==> config.mk <==
export PLATFORM = sky130hd
export DESIGN_NAME = terrain_alpha_map_decoder_top_flat
export DESIGN_NICKNAME = d
export VERILOG_FILES = /design/src/tamd_pkg.sv /design/src/tamd_ifs.sv /design/src/tamd_front.sv /design/src/tamd_queue.sv /design/src/tamd_back.sv /design/src/terrain_alpha_map_decoder_top.sv /design/src/flat_wrapper.sv
export SDC_FILE = /design/constraint.sdc
export NUM_CORES = 1
export LEC_CHECK = 0
export ABC_CLOCK_PERIOD_IN_PS = 12130
export BUFFER_PORTS_ARGS = -buffer_cell sky130_fd_sc_hd__buf_2
export CAP_MARGIN = 15
export CELL_PAD_IN_SITES_DETAIL_PLACEMENT = 0
export CELL_PAD_IN_SITES_GLOBAL_PLACEMENT = 1
export CORE_UTILIZATION = 33
export DETAILED_ROUTE_END_ITERATION = 7
export PLACE_DENSITY_LB_ADDON = 0.1
export SLEW_MARGIN = 20
export SYNTH_ARGS = -nofsm -noshare
export SYNTH_HDL_FRONTEND = slang
export SYNTH_SLANG_ARGS = --single-unit
==> constraint.sdc <==
create_clock -name clk -period 12.13 [get_ports clk]
set_clock_uncertainty 0.15 [all_clocks]
set_input_delay 1.213 -clock clk [delete_from_list [all_inputs] [get_ports clk]]
set_output_delay 1.213 -clock clk [all_outputs]
set_load 0.1 [all_outputs]
==> src/tamd_pkg.sv <==
// Shared types, constants and helpers for the terrain alpha map decoder.
// No dependencies; the front, queue, back and top level import this package.
package tamd_pkg;

  localparam int IDX_W       = 12;   // pixel_index width on the result channel
  localparam int QUEUE_DEPTH = 4;    // power of two, pointers wrap naturally
  localparam int QUEUE_PW    = $clog2(QUEUE_DEPTH);

  // configuration register indexes
  localparam logic [1:0] REG_COMPRESSED = 2'd0;
  localparam logic [1:0] REG_WIDE_ALPHA = 2'd1;
  localparam logic [1:0] REG_FIX_EDGES  = 2'd2;

  typedef struct packed {
    logic compressed;
    logic wide;
    logic fix_edges;
  } cfg_t;

  // one decoded byte, as handed from the front to the back
  typedef struct packed {
    logic [7:0] byte_val;  // fill/raw value, or two nibbles in packed mode
    logic [6:0] len;       // pixels covered by the first result
    logic       is_packed; // value is a nibble times 17, subject to edge fixing
    logic       pair;      // packed byte that also yields the high nibble pixel
    logic       fix;       // edge fixing enabled
    logic       at_start;  // first result of the map, position restarts at 0
  } op_t;

  // 0..15 onto 0..255 (times 17)
  function automatic logic [7:0] expand_nibble(input logic [3:0] nib);
    return {nib, nib};
  endfunction

endpackage

==> src/tamd_ifs.sv <==
// Valid/ready stream interfaces for the byte input and the result output.
// No dependencies.
interface tamd_byte_if;
  logic       valid;
  logic       ready;
  logic [7:0] data_byte;
  logic       map_start;

  modport source (output valid, data_byte, map_start, input ready);
  modport sink   (input valid, data_byte, map_start, output ready);
endinterface

interface tamd_result_if;
  logic        valid;
  logic        ready;
  logic [11:0] pixel_index;
  logic [7:0]  alpha_value;
  logic [6:0]  run_length;
  logic        last;
  logic        map_complete;

  modport source (output valid, pixel_index, alpha_value, run_length, last, map_complete,
                  input ready);
  modport sink   (input valid, pixel_index, alpha_value, run_length, last, map_complete,
                  output ready);
endinterface

==> src/tamd_front.sv <==
// Front end: accepts stream bytes, runs the run-length phase machine and the
// map position, and queues one op per byte that yields pixels. Uses tamd_pkg.
module tamd_front #(
  parameter int MAP_PIXELS = 4096
) (
  input  logic           clk,
  input  logic           rst,
  input  tamd_pkg::cfg_t cfg,
  tamd_byte_if.sink      in_ch,
  output logic           q_push,
  output tamd_pkg::op_t  q_op,
  input  logic           q_full
);
  import tamd_pkg::*;

  localparam int PW = $clog2(MAP_PIXELS + 1);
  localparam logic [PW-1:0] MAP_END = PW'(MAP_PIXELS);

  localparam logic [1:0] PH_CONTROL = 2'd0;
  localparam logic [1:0] PH_FILL    = 2'd1;
  localparam logic [1:0] PH_LITERAL = 2'd2;

  logic [1:0]    phase, phase_next;
  logic [6:0]    run, run_next;
  logic [PW-1:0] pos, pos_next;

  logic          accept;
  logic          push;
  logic [1:0]    ph_eff;
  logic [6:0]    run_eff;
  logic [PW-1:0] pos_eff;
  logic [PW-1:0] left;
  logic [6:0]    fill_len;
  logic          pair;

  assign in_ch.ready = !q_full;
  assign accept      = in_ch.valid && in_ch.ready;
  assign q_push      = accept && push;

  always_comb begin
    ph_eff   = in_ch.map_start ? PH_CONTROL : phase;
    run_eff  = in_ch.map_start ? 7'd0 : run;
    pos_eff  = in_ch.map_start ? '0 : pos;
    left     = MAP_END - pos_eff;
    fill_len = (PW'(run_eff) > left) ? left[6:0] : run_eff;
    pair     = (pos_eff + PW'(1)) < MAP_END;

    phase_next = ph_eff;
    run_next   = run_eff;
    pos_next   = pos_eff;
    push       = 1'b0;

    q_op.byte_val  = in_ch.data_byte;
    q_op.len       = 7'd1;
    q_op.is_packed = 1'b0;
    q_op.pair      = 1'b0;
    q_op.fix       = cfg.fix_edges;
    q_op.at_start  = (pos_eff == '0);

    // a full map ignores bytes until the next map_start
    if (pos_eff < MAP_END) begin
      if (cfg.compressed) begin
        unique case (ph_eff)
          PH_FILL: begin
            q_op.len   = fill_len;
            push       = (fill_len != 7'd0);
            pos_next   = pos_eff + PW'(fill_len);
            run_next   = 7'd0;
            phase_next = PH_CONTROL;
          end
          PH_LITERAL: begin
            push     = 1'b1;
            pos_next = pos_eff + PW'(1);
            run_next = run_eff - 7'd1;
            if (run_next == 7'd0) begin
              phase_next = PH_CONTROL;
            end
          end
          default: begin
            // control byte; the unused phase code lands here too
            run_next = in_ch.data_byte[6:0];
            if (in_ch.data_byte[7]) begin
              phase_next = PH_FILL;
            end else if (in_ch.data_byte[6:0] != 7'd0) begin
              phase_next = PH_LITERAL;
            end else begin
              phase_next = PH_CONTROL;
            end
          end
        endcase
      end else if (cfg.wide) begin
        push     = 1'b1;
        pos_next = pos_eff + PW'(1);
      end else begin
        push           = 1'b1;
        q_op.is_packed = 1'b1;
        q_op.pair      = pair;
        pos_next       = pos_eff + (pair ? PW'(2) : PW'(1));
      end
    end
  end

  always_ff @(posedge clk) begin
    if (rst) begin
      phase <= PH_CONTROL;
      run   <= 7'd0;
      pos   <= '0;
    end else if (accept) begin
      phase <= phase_next;
      run   <= run_next;
      pos   <= pos_next;
    end
  end

endmodule

==> src/tamd_queue.sv <==
// Short op queue between the front and the back so each side stalls alone.
// Uses tamd_pkg for op_t and the depth.
module tamd_queue (
  input  logic          clk,
  input  logic          rst,
  input  logic          push,
  input  tamd_pkg::op_t push_op,
  output logic          full,
  input  logic          pop,
  output tamd_pkg::op_t head,
  output logic          head_valid
);
  import tamd_pkg::*;

  op_t                 slots [QUEUE_DEPTH];
  logic [QUEUE_PW-1:0] wr_ptr;
  logic [QUEUE_PW-1:0] rd_ptr;
  logic [QUEUE_PW:0]   count;

  assign full       = (count == (QUEUE_PW + 1)'(QUEUE_DEPTH));
  assign head_valid = (count != '0);
  assign head       = slots[rd_ptr];

  always_ff @(posedge clk) begin
    if (push) begin
      slots[wr_ptr] <= push_op;
    end
  end

  always_ff @(posedge clk) begin
    if (rst) begin
      wr_ptr <= '0;
      rd_ptr <= '0;
      count  <= '0;
    end else begin
      if (push) begin
        wr_ptr <= wr_ptr + QUEUE_PW'(1);
      end
      if (pop) begin
        rd_ptr <= rd_ptr + QUEUE_PW'(1);
      end
      if (push && !pop) begin
        count <= count + (QUEUE_PW + 1)'(1);
      end else if (pop && !push) begin
        count <= count - (QUEUE_PW + 1)'(1);
      end
    end
  end

`ifndef SYNTH
  a_no_pop_empty: assert property (@(posedge clk) disable iff (rst) pop |-> head_valid)
    else $error("queue popped while empty");
  a_no_push_full: assert property (@(posedge clk) disable iff (rst) push |-> !full)
    else $error("queue pushed while full");
`endif

endmodule

==> src/tamd_back.sv <==
// Back end: splits ops into pixels, applies edge fixing from the line store,
// writes the line store (fill runs swept one column a cycle), drives results.
// Uses tamd_pkg and tamd_result_if.
module tamd_back #(
  parameter int MAP_PIXELS = 4096,
  parameter int ROW_PIXELS = 64
) (
  input  logic          clk,
  input  logic          rst,
  input  tamd_pkg::op_t hd,
  input  logic          hd_valid,
  output logic          pop,
  tamd_result_if.source out_ch
);
  import tamd_pkg::*;

  localparam int PW = $clog2(MAP_PIXELS + 1);
  localparam int CW = $clog2(ROW_PIXELS);
  localparam int XW = (PW > IDX_W) ? PW : IDX_W;
  localparam logic [PW-1:0] MAP_END  = PW'(MAP_PIXELS);
  localparam logic [PW-1:0] LAST_ROW = PW'(MAP_PIXELS - ROW_PIXELS);
  localparam logic [CW-1:0] COL_LAST = CW'(ROW_PIXELS - 1);

  // line store: value last written to each column
  logic [7:0]    line_mem [ROW_PIXELS];
  logic [7:0]    rd_data;

  // issue side
  logic          half;       // low nibble pixel of a pair already issued
  logic [PW-1:0] pos_ptr;    // next pixel position
  logic [CW-1:0] col_ptr;    // its column
  logic          restart;
  logic [PW-1:0] pos_i;
  logic [CW-1:0] col_i;
  logic [7:0]    data_i;
  logic          issue_go;

  // pixel stage
  logic          b_valid;
  logic          b_emitted;
  logic [PW-1:0] b_pos;
  logic [CW-1:0] b_col;
  logic [7:0]    b_data;
  logic [6:0]    b_len;
  logic          b_packed;
  logic          b_fix;
  logic          b_last;
  logic [6:0]    sweep_left;
  logic [7:0]    b_val;
  logic [7:0]    last_val;   // most recent pixel value, i.e. column before this one
  logic [XW-1:0] b_pos_ext;
  logic          emit_go;
  logic          sweeping;
  logic          b_can_take;

  logic          mem_we;
  logic [CW-1:0] mem_waddr;
  logic [7:0]    mem_wdata;

  logic          out_valid;

  // issue
  always_comb begin
    restart = hd.at_start && !half;
    pos_i   = restart ? '0 : pos_ptr;
    col_i   = restart ? '0 : col_ptr;
    if (hd.is_packed) begin
      data_i = {4'h0, (half ? hd.byte_val[7:4] : hd.byte_val[3:0])};
    end else begin
      data_i = hd.byte_val;
    end
  end

  assign emit_go    = b_valid && !b_emitted && (!out_valid || out_ch.ready);
  assign sweeping   = b_valid && b_emitted && (sweep_left != 7'd0);
  assign b_can_take = !b_valid || (emit_go && b_len == 7'd1);
  assign issue_go   = hd_valid && b_can_take;
  assign pop        = issue_go && !(hd.pair && !half);

  // pixel value with edge fixing
  always_comb begin
    priority if (b_packed && b_fix && b_pos >= LAST_ROW) begin
      b_val = rd_data;
    end else if (b_packed && b_fix && b_col == COL_LAST) begin
      b_val = last_val;
    end else if (b_packed) begin
      b_val = expand_nibble(b_data[3:0]);
    end else begin
      b_val = b_data;
    end
  end

  assign b_pos_ext = XW'(b_pos);

  // the first pixel is written on emit, remaining fill pixels by the sweep
  assign mem_we    = emit_go || sweeping;
  assign mem_waddr = emit_go ? b_col : col_ptr;
  assign mem_wdata = emit_go ? b_val : b_data;

  always_ff @(posedge clk) begin
    if (mem_we) begin
      line_mem[mem_waddr] <= mem_wdata;
    end
    if (issue_go) begin
      rd_data <= line_mem[col_i];
    end
  end

  always_ff @(posedge clk) begin
    if (issue_go) begin
      b_pos    <= pos_i;
      b_col    <= col_i;
      b_data   <= data_i;
      b_len    <= hd.len;
      b_packed <= hd.is_packed;
      b_fix    <= hd.fix;
      b_last   <= !hd.pair || half;
    end
    if (emit_go) begin
      last_val            <= b_val;
      out_ch.pixel_index  <= b_pos_ext[IDX_W-1:0];
      out_ch.alpha_value  <= b_val;
      out_ch.run_length   <= b_len;
      out_ch.last         <= b_last;
      out_ch.map_complete <= (b_pos + PW'(b_len)) >= MAP_END;
    end
  end

  always_ff @(posedge clk) begin
    if (rst) begin
      half       <= 1'b0;
      pos_ptr    <= '0;
      col_ptr    <= '0;
      b_valid    <= 1'b0;
      b_emitted  <= 1'b0;
      sweep_left <= 7'd0;
      out_valid  <= 1'b0;
    end else begin
      if (emit_go) begin
        out_valid <= 1'b1;
      end else if (out_ch.ready) begin
        out_valid <= 1'b0;
      end
      if (emit_go) begin
        b_emitted  <= 1'b1;
        sweep_left <= b_len - 7'd1;
      end
      if (sweeping) begin
        sweep_left <= sweep_left - 7'd1;
        col_ptr    <= (col_ptr == COL_LAST) ? '0 : col_ptr + CW'(1);
      end
      if ((emit_go && b_len == 7'd1) || (sweeping && sweep_left == 7'd1)) begin
        b_valid <= 1'b0;
      end
      if (issue_go) begin
        b_valid   <= 1'b1;
        b_emitted <= 1'b0;
        half      <= hd.pair && !half;
        pos_ptr   <= pos_i + PW'(hd.len);
        col_ptr   <= (col_i == COL_LAST) ? '0 : col_i + CW'(1);
      end
    end
  end

  assign out_ch.valid = out_valid;

`ifndef SYNTH
  a_sweep_blocks_issue: assert property (@(posedge clk) disable iff (rst)
    sweeping |-> !issue_go)
    else $error("pixel issued during a fill sweep");
  // a new map may restart on column 0 while the old map's column 0 is written
  a_rw_apart: assert property (@(posedge clk) disable iff (rst)
    (issue_go && emit_go && !restart) |-> (col_i != b_col))
    else $error("line store read and write hit the same column");
  a_emitted_sweeps: assert property (@(posedge clk) disable iff (rst)
    (b_valid && b_emitted) |-> (sweep_left != 7'd0))
    else $error("finished pixel left in the pixel stage");
  a_pos_bound: assert property (@(posedge clk) disable iff (rst)
    pos_ptr <= MAP_END)
    else $error("pixel position ran past the map end");
`endif

endmodule

==> src/terrain_alpha_map_decoder_top.sv <==
// Terrain alpha map decoder, top level: configuration registers, front, queue, back.
// A result passes through a queue slot, the pixel stage and the output register after its byte is accepted.
// Throughput: one byte per cycle in run-length and raw modes while the queue is not full and
// the output is ready; a packed byte gives two results on one output register, and a fill run
// longer than one pixel holds the back while its remaining pixels are swept into the line store.
// Reset (rst, synchronous) restores the configuration registers and decode state; the line store is not cleared.
module terrain_alpha_map_decoder_top #(
  parameter int MAP_PIXELS = 4096,
  parameter int ROW_PIXELS = 64
) (
  input  logic          clk,
  input  logic          rst,
  input  logic          cfg_wr_en,
  input  logic [1:0]    cfg_index,
  input  logic          cfg_data,
  tamd_byte_if.sink     in_ch,
  tamd_result_if.source out_ch
);
  import tamd_pkg::*;

  cfg_t cfg;
  logic q_push;
  op_t  q_op;
  logic q_full;
  logic q_pop;
  op_t  q_head;
  logic q_valid;

  always_ff @(posedge clk) begin
    if (rst) begin
      cfg.compressed <= 1'b0;
      cfg.wide       <= 1'b0;
      cfg.fix_edges  <= 1'b1;
    end else if (cfg_wr_en) begin
      unique case (cfg_index)
        REG_COMPRESSED: cfg.compressed <= cfg_data;
        REG_WIDE_ALPHA: cfg.wide       <= cfg_data;
        REG_FIX_EDGES:  cfg.fix_edges  <= cfg_data;
        default: ;
      endcase
    end
  end

  tamd_front #(
    .MAP_PIXELS (MAP_PIXELS)
  ) u_front (
    .clk    (clk),
    .rst    (rst),
    .cfg    (cfg),
    .in_ch  (in_ch),
    .q_push (q_push),
    .q_op   (q_op),
    .q_full (q_full)
  );

  tamd_queue u_queue (
    .clk        (clk),
    .rst        (rst),
    .push       (q_push),
    .push_op    (q_op),
    .full       (q_full),
    .pop        (q_pop),
    .head       (q_head),
    .head_valid (q_valid)
  );

  tamd_back #(
    .MAP_PIXELS (MAP_PIXELS),
    .ROW_PIXELS (ROW_PIXELS)
  ) u_back (
    .clk      (clk),
    .rst      (rst),
    .hd       (q_head),
    .hd_valid (q_valid),
    .pop      (q_pop),
    .out_ch   (out_ch)
  );

endmodule
==> src/flat_wrapper.sv <==
// flat-port wrapper written by rule: the top's interface ports become plain ports
module terrain_alpha_map_decoder_top_flat import tamd_pkg::*;
#(
  parameter int MAP_PIXELS = 4096,
  parameter int ROW_PIXELS = 64
)
  (clk, rst, cfg_wr_en, cfg_index, cfg_data, in_ch_valid, in_ch_data_byte, in_ch_map_start, in_ch_ready, out_ch_valid, out_ch_pixel_index, out_ch_alpha_value, out_ch_run_length, out_ch_last, out_ch_map_complete, out_ch_ready);
  tamd_byte_if in_ch_i ();
  tamd_result_if out_ch_i ();
  input  logic clk;
  input  logic rst;
  input  logic cfg_wr_en;
  input  logic [1:0] cfg_index;
  input  logic cfg_data;
  input wire logic [$bits(in_ch_i.valid)-1:0] in_ch_valid;
  input wire logic [$bits(in_ch_i.data_byte)-1:0] in_ch_data_byte;
  input wire logic [$bits(in_ch_i.map_start)-1:0] in_ch_map_start;
  output wire logic [$bits(in_ch_i.ready)-1:0] in_ch_ready;
  output wire logic [$bits(out_ch_i.valid)-1:0] out_ch_valid;
  output wire logic [$bits(out_ch_i.pixel_index)-1:0] out_ch_pixel_index;
  output wire logic [$bits(out_ch_i.alpha_value)-1:0] out_ch_alpha_value;
  output wire logic [$bits(out_ch_i.run_length)-1:0] out_ch_run_length;
  output wire logic [$bits(out_ch_i.last)-1:0] out_ch_last;
  output wire logic [$bits(out_ch_i.map_complete)-1:0] out_ch_map_complete;
  input wire logic [$bits(out_ch_i.ready)-1:0] out_ch_ready;
  assign in_ch_i.valid = in_ch_valid;
  assign in_ch_i.data_byte = in_ch_data_byte;
  assign in_ch_i.map_start = in_ch_map_start;
  assign in_ch_ready = in_ch_i.ready;
  assign out_ch_valid = out_ch_i.valid;
  assign out_ch_pixel_index = out_ch_i.pixel_index;
  assign out_ch_alpha_value = out_ch_i.alpha_value;
  assign out_ch_run_length = out_ch_i.run_length;
  assign out_ch_last = out_ch_i.last;
  assign out_ch_map_complete = out_ch_i.map_complete;
  assign out_ch_i.ready = out_ch_ready;
  terrain_alpha_map_decoder_top #(.MAP_PIXELS(MAP_PIXELS), .ROW_PIXELS(ROW_PIXELS)) u_core (.clk(clk), .rst(rst), .cfg_wr_en(cfg_wr_en), .cfg_index(cfg_index), .cfg_data(cfg_data), .in_ch(in_ch_i), .out_ch(out_ch_i));
endmodule
==> impl_metrics.ini, run 1 <==
[sta]
fin_crit_ps = 6213
max_clock_freq_ghz = 0.1610
hold_viol = 0
finalCritPeriodShare = 0.5122
worst_slew_pin_slew_ps = 1037
tns_ps = 0
slew_violations = 0
maxSlewHeadroom = 0.3016
setup_violations = 0
rsz0062_at_grt = false
fin_ws_ps = 5917

[die]
die_area_um2 = 97740
die_y_um = 312.6
fp.dieW_um = 312.6
core_um2 = 95290
initial_core_util = 0.3341
rows = 113
io_pins = 48

[synthesis]
ys_top_cells_by_area = edfxtp_1, dfxtp_1, mux4_2, mux2i_1, a21oi_1
syn_inst = 2341
synth_area_per_cell_um2 = 13.60
synth_area_leader_cell = edfxtp_1
synth_top_area_share = 0.6243
synth_edf_count = 662
ys_types = 80
synth_ff_type = edfxtp_1
ys_warn_count = 0
synth_area_um2 = 31840
postSynthNetCount = 2407
synth-async-reset-ratio = 0
synth-seq-cells = 726
seq_area_frac_synth = 0.6645

[detailed_routing]
postRouteAntennaNets = 0
wl_per_cell_um = 25.04
drt_iter0_drc = 1630
vias = 19740
vias_per_cell = 5.339
drt-total-wl_um = 92610
detail_route.first_pass.iterations = 5
drc_errors = 0

[flow_run]
cap_violations = 0

[worst_setup_path]
cp_common_cell = nand2_1
path_cells = buf_2, buf_4, inv_1, nand2_1, inv_1, nor3_1, xor2_1, ha_1, nand4_1, o31a_1, o211ai_1, nand3_2, nand2_1, o21ai_0, ha_1, fa_1, a21o_1, a21oi_1, o21ai_0, nand2_1, mux2_2, a311oi_1, o41ai_1
arrival_ps = 6570
rr_worst_depth = 12
start_kind = input pin
worstSetupPathType = input pin to flip-flop
endpoint_kind = flip-flop
crit_fanout = 48
cp.required_ps = 12490
rrSetupSlack_ps = 6740
r2r_end = u_core.u_back.rd_data[0]
slowest_stage = fa_1
slowest_delay_ps = 480

[pwr]
ir_drop_v = 0.0002353
power.total_mw = 8.595
cellPowerDensity_nw_per_um2 = 238.4
leakage_nw = 11.50

[clock_tree]
post_cts_resized = 0
clk_latency_ps = 650
cts_buffers = 83
ctsLongestPathBuffers = 3
cts.clk_slew.worst_paths_ps = 60
ctsRootBufferMaster = clkbuf_16
htree_num_levels = 3
post_cts_buffers = 0
cts_hold_repair.buffers = 0
cts_tree = built
clock_sinks = 726

[place]
routabilityCongestion = 0.8390
port_buffers = 47
post-place-ws_ps = 5316
hpwl_um = 58790

[hold_path]
hold_path_depth = 0
whs_endpoint = u_core.u_back.out_ch.last
hold_class = flip-flop to flip-flop
hold_path.startpoint = u_core.u_back.b_last

[status]
status = finished, final reports clean

[global_routing]
grt_pass1_vias = 20020
overflow = 0
grt_pass1_wl_um = 137700
antenna_found_initial = 1
grt_usage = 0.1898
grt_max_degree = 65

[finish]
area_growth_pct = 13.22
final_core_util = 0.3783
drive_gt1_frac = 0.1340
nets = 2432
critical path, delay by kind of cell:
| kind | cells | cell delay (ps) |
|---|---|---|
| adders and majority gates | 3 | 1050 |
| buffers and inverters | 4 | 1080 |
| muxes | 1 | 360 |
| xor gates and xnor gates | 1 | 130 |
| AOI/OAI and AO/OA | 8 | 1450 |
| and+or+nand+nor | 6 | 1250 |
cell usage after synthesis (35+ instances only):
master / instances
mux4_2: 50
mux2_2: 35
nand2_1: 155
inv_1: 43
clkbuf_1: 109
ha_1: 44
nand3_1: 44
a21oi_1: 169
o21ai_0: 103
nor2_1: 187
nor2b_1: 37
nor3_1: 35
edfxtp_1: 662
dfxtp_1: 64
mux2i_1: 103
report_power, final:
group	switching (mW)	leakage, nW	total, mW	internal [mW]
sequential	0.159	6.51	3.60	3.44
combinational	1.91	3.72	2.54	0.628
clock	1.02	1.28	2.45	1.43
metal layers:
metal,part of all wire,wire (µm),track usage,up-vias
met1,0.46,42690,0.2654,10140
li1,-,-,-,9078
met3,0.037,3384,0.02607,113
met5,0,0,0,-
met2,0.48,44480,0.3113,412
met4,0.022,2058,0.04767,0
sequential cells by signal (all words and copies together) (netlist names), 2 cells and up, named ones only:
signal and flops:
u_core.u_back.line_mem 512, u_core.u_front.pos 13, u_core.u_back.pos_ptr 13, u_core.u_back.b_len 7, u_core.u_back.out_ch.run_length 7, u_core.u_front.phase 2
u_core.u_back.col_ptr 6, u_core.u_back.last_val 8, u_core.u_front.run 7, u_core.u_back.sweep_left 7, u_core.cfg 3, u_core.u_queue.slots 76
u_core.u_back.b_pos 13, u_core.u_queue.count 3, u_core.u_back.b_data 8, u_core.u_back.rd_data 8, u_core.u_back.out_ch.pixel_index 12, u_core.u_queue.wr_ptr 2
u_core.u_back.b_col 6, u_core.u_queue.rd_ptr 2
cells by family (layout without fill, tap and decap cells):
kind of cell,Yosys count,after routing,share of synthesized area
flops,726,726,0.6645
simple gates,622,622,0.09435
compound gates,526,526,0.1068
xor+xnor,33,33,0.009077
other cells,0,1,0
buf+inv,196,287,0.02417
mux,189,189,0.08059
fa+ha+maj,49,49,0.02043
metrics by stage:
step | cells | instance area [µm²] | hold slack (ps)
global placement | 3546 | 33410 | 269.4
finish | 3698 | 36050 | 281.8
CTS | 3697 | 36040 | 287.8
global route | 3697 | 36050 | 303.6
floorplan | 2341 | 31840 | 250.3
detailed placement | 3546 | 33410 | 270.2
cell type report:
cell class / count / area (µm²)
repair buffers: 88 / 543.0
clock buffers: 105 / 2222
flip-flops and latches: 726 / 21170
well taps: 1265 / 1583
fillers: 9191 / 59240
inverters: 48 / 180.2
diodes: 1 / 2.502
multi-input cells: 1419 / 9935
clock inverters: 46 / 412.9
placed cells by master (no fill, tap or decap), drive strengths merged, types with 16 or more instances in the layout:
master | netlist | layout
a2111oi | 16 | 16
a211oi | 25 | 25
a21oi | 169 | 169
a221oi | 16 | 16
a31oi | 24 | 24
and2 | 27 | 27
buf | 39 | 88
clkbuf | 109 | 105
clkinv | 4 | 34
dfxtp | 64 | 64
edfxtp | 662 | 662
ha | 44 | 44
inv | 44 | 51
mux2 | 36 | 36
mux2i | 103 | 103
mux4 | 50 | 50
nand2 | 155 | 155
nand2b | 27 | 27
nand3 | 45 | 45
nand4 | 16 | 16
nor2 | 187 | 187
nor2b | 37 | 37
nor3 | 35 | 35
nor4 | 21 | 21
o211ai | 23 | 23
o21ai | 109 | 109
or3 | 17 | 17
xnor2 | 23 | 23
how the worst max path moves through the flow:
stage                     from                    end  slack, ps  depth (start not counted)
5_1_grt        in_ch_map_start  u_core.u_front.pos[8]       5490                         23
3_5_place_dp   in_ch_map_start  u_core.u_front.pos[8]       5320                         23
3_3_place_gp   in_ch_map_start  u_core.u_front.pos[8]       5290                         23
4_1_cts        in_ch_map_start  u_core.u_front.pos[8]       6000                         23
6_report       in_ch_map_start  u_core.u_front.pos[8]       5920                         23
2_1_floorplan  in_ch_map_start  u_core.u_front.pos[8]       6600                         22
(Power assumes the default switching activity.)
==> inputs of run 2 (changes only) <==
--- a/config.mk
+++ b/config.mk
@@ -5,7 +5,7 @@
 export SDC_FILE = /design/constraint.sdc
 export NUM_CORES = 1
 export LEC_CHECK = 0
-export ABC_CLOCK_PERIOD_IN_PS = 12130
+export ABC_CLOCK_PERIOD_IN_PS = 6300
 export BUFFER_PORTS_ARGS = -buffer_cell sky130_fd_sc_hd__buf_2
 export CAP_MARGIN = 15
 export CELL_PAD_IN_SITES_DETAIL_PLACEMENT = 0
==> constraint.sdc (replaced) <==
create_clock -name clk -period 6.3 [get_ports clk]
set_clock_uncertainty 0.15 [all_clocks]
set_input_delay 0.63 -clock clk [delete_from_list [all_inputs] [get_ports clk]]
set_output_delay 0.63 -clock clk [all_outputs]
set_load 0.1 [all_outputs]
==> impl_metrics.ini, run 2 (synthesized netlist as in run 1, its figures left out) <==
[status]
status = finished, final reports clean

[detailed_routing]
wl_per_cell_um = 24.96
vias = 19740
vias_per_cell = 5.331
drt_iter0_drc = 1472
drt-total-wl_um = 92390
postRouteAntennaNets = 0
drc_errors = 0
detail_route.first_pass.iterations = 7

[global_routing]
grt_max_degree = 65
antenna_found_initial = 1
grt_pass1_wl_um = 137000
overflow = 0
grt_usage = 0.1891
grt_pass1_vias = 20090

[die]
die_y_um = 312.6
die_area_um2 = 97740
io_pins = 48
fp.dieW_um = 312.6
core_um2 = 95290
initial_core_util = 0.3341
rows = 113

[worst_setup_path]
endpoint_kind = flip-flop
worstSetupPathType = flip-flop to flip-flop
crit_family = simple AND/OR/NAND/NOR gates
crit_fanout = 16
slowest_delay_ps = 520
rr_worst_depth = 19
cp.required_ps = 6640
timing.rr.start = u_core.u_front.pos[1]
cp-startpoint = u_core.u_front.pos[1]
crit_buf_inv = 0
slowest_stage = dfxtp_1
path_cells = nor2b_1, nor3_1, nand2b_1, ha_1, nand4_1, o31a_1, o211ai_1, nand3_2, nand2_1, o21ai_0, ha_1, fa_1, a21o_1, a21oi_1, o21ai_0, nand2_1, mux2_2, a311oi_1, o41ai_1
rrSetupSlack_ps = 1190
start_kind = flip-flop
arrival_ps = 5450
r2r_end = u_core.u_front.pos[8]

[pwr]
cellPowerDensity_nw_per_um2 = 458.9
net-switching-power_mw = 5.924
leakage_nw = 11.53
power_frac_clock = 0.286
ir_drop_v = 0.0002761
p_comb_frac = 0.294
internal_power_mw = 10.63
swShare = 0.3578
power.total_mw = 16.56
pwr-share-seq = 0.420

[sta]
worst_slew_pin_slew_ps = 1152
fin_crit_ps = 5107
max_clock_freq_ghz = 0.1958
tns_ps = 0
setup_violations = 0
hold_viol = 0
slew_violations = 0
finalCritPeriodShare = 0.8106
maxSlewHeadroom = 0.2319
rsz0062_at_grt = false

[clock_tree]
post_cts_buffers = 0
clk_latency_ps = 640
htree_num_levels = 3
cts.clk_slew.worst_paths_ps = 60
cts_hold_repair.buffers = 0
cts_buffers = 83
ctsRootBufferMaster = clkbuf_16
clock_sinks = 726
ctsLongestPathBuffers = 3
cts_tree = built
post_cts_resized = 0

[place]
routabilityCongestion = 0.8184
hpwl_um = 59000
placed_cells = 3551
port_buffers = 47

[finish]
largest_reg_flops = 512
final_core_util = 0.3786
area_growth_pct = 13.31
nFillCells = 9174
largest-register = u_core.u_back.line_mem
final_common_cell = edfxtp_1
drive_gt1_frac = 0.1338
mostFrequentLayoutCells = edfxtp_1, nor2_1, a21oi_1
top_regs = u_core.u_back.line_mem: 512 flops, u_core.u_queue.slots: 76 flops
instances_no_fill = 3702
nets = 2437

[hold_path]
hold_path_depth = 3
hold_path.startpoint = cfg_data
whs_endpoint = u_core.cfg[0]
hold_class = input pin to flip-flop

[flow_run]
cap_violations = 0
-- run 2: changes by cell type in the layout (fill, tap and decap cells not counted), moves of 2 or more --
cell       previous run  this run
inv_6                 4         2
and2_1               24        26
clkinv_2              7        11
and2_2                3         1
bufinv_16             6         8
clkinv_8              2         0
clkbuf_8              2         0
buf_4                41        46
-- run 2: metal layers --
metal / part of all wire / up-vias / GRT usage
met3: 0.044 / 119 / 0.02977
met2: 0.47 / 442 / 0.3038
met1: 0.46 / 10100 / 0.2637
met4: 0.027 / 0 / 0.05698
li1: - / 9071 / -
met5: 0 / - / 0
-- run 2: worst max-delay path by stage --
stage / end / depth (start not counted)
2_1_floorplan: u_core.u_front.pos[8] / 22
3_3_place_gp: u_core.u_front.pos[8] / 22
3_5_place_dp: u_core.u_front.pos[8] / 22
4_1_cts: u_core.u_front.pos[8] / 19
5_1_grt: u_core.u_front.pos[8] / 19
6_report: u_core.u_front.pos[8] / 19
-- run 2: final cells by class --
class,instances,area [µm²],share of cell area
timing repair buffer,93,580.6,0.01609
clock inverter,47,432.9,0.01200
clock buffer,103,2195,0.06083
inverter,48,180.2,0.004994
sequential,726,21170,0.5868
tap,1265,1583,0.04387
multi-input combinational,1419,9933,0.2753
antenna,1,2.502,0.00006936
-- run 2: worst reg2reg max path, cell delays in order (launching register included) --
cell and delay, ps:
dfxtp_1 520, nor2b_1 480, nor3_1 160, nand2b_1 200, ha_1 310, nand4_1 110
o31a_1 250, o211ai_1 90, nand3_2 280, nand2_1 130, o21ai_0 130, ha_1 270
fa_1 480, a21o_1 180, a21oi_1 250, o21ai_0 130, nand2_1 150, mux2_2 350
a311oi_1 270, o41ai_1 100
-- run 2: power by group through the flow --
stage | Combinational [mW] | Sequential [mW] | Clock, mW
2_1_floorplan | 2.65 | 7.37 | 0
3_3_place_gp | 4.90 | 7.05 | 0
3_5_place_dp | 4.95 | 7.05 | 0
4_1_cts | 4.96 | 6.96 | 4.85
5_1_grt | 5.26 | 7.01 | 5.03
6_report | 4.87 | 6.95 | 4.73
-- run 2: through the flow --
| step | worst slack, ps | hold slack [ps] | cell area [µm²] |
|---|---|---|---|
| 2_1_floorplan | 1352 | 250.3 | 31840 |
| 3_3_place_gp | 628.0 | 286.1 | 33450 |
| 3_5_place_dp | 636.8 | 289.9 | 33450 |
| 4_1_cts | 1177 | 47.07 | 36070 |
| 5_1_grt | 706.6 | 95.33 | 36080 |
| 6_report | 1193 | 92.33 | 36080 |
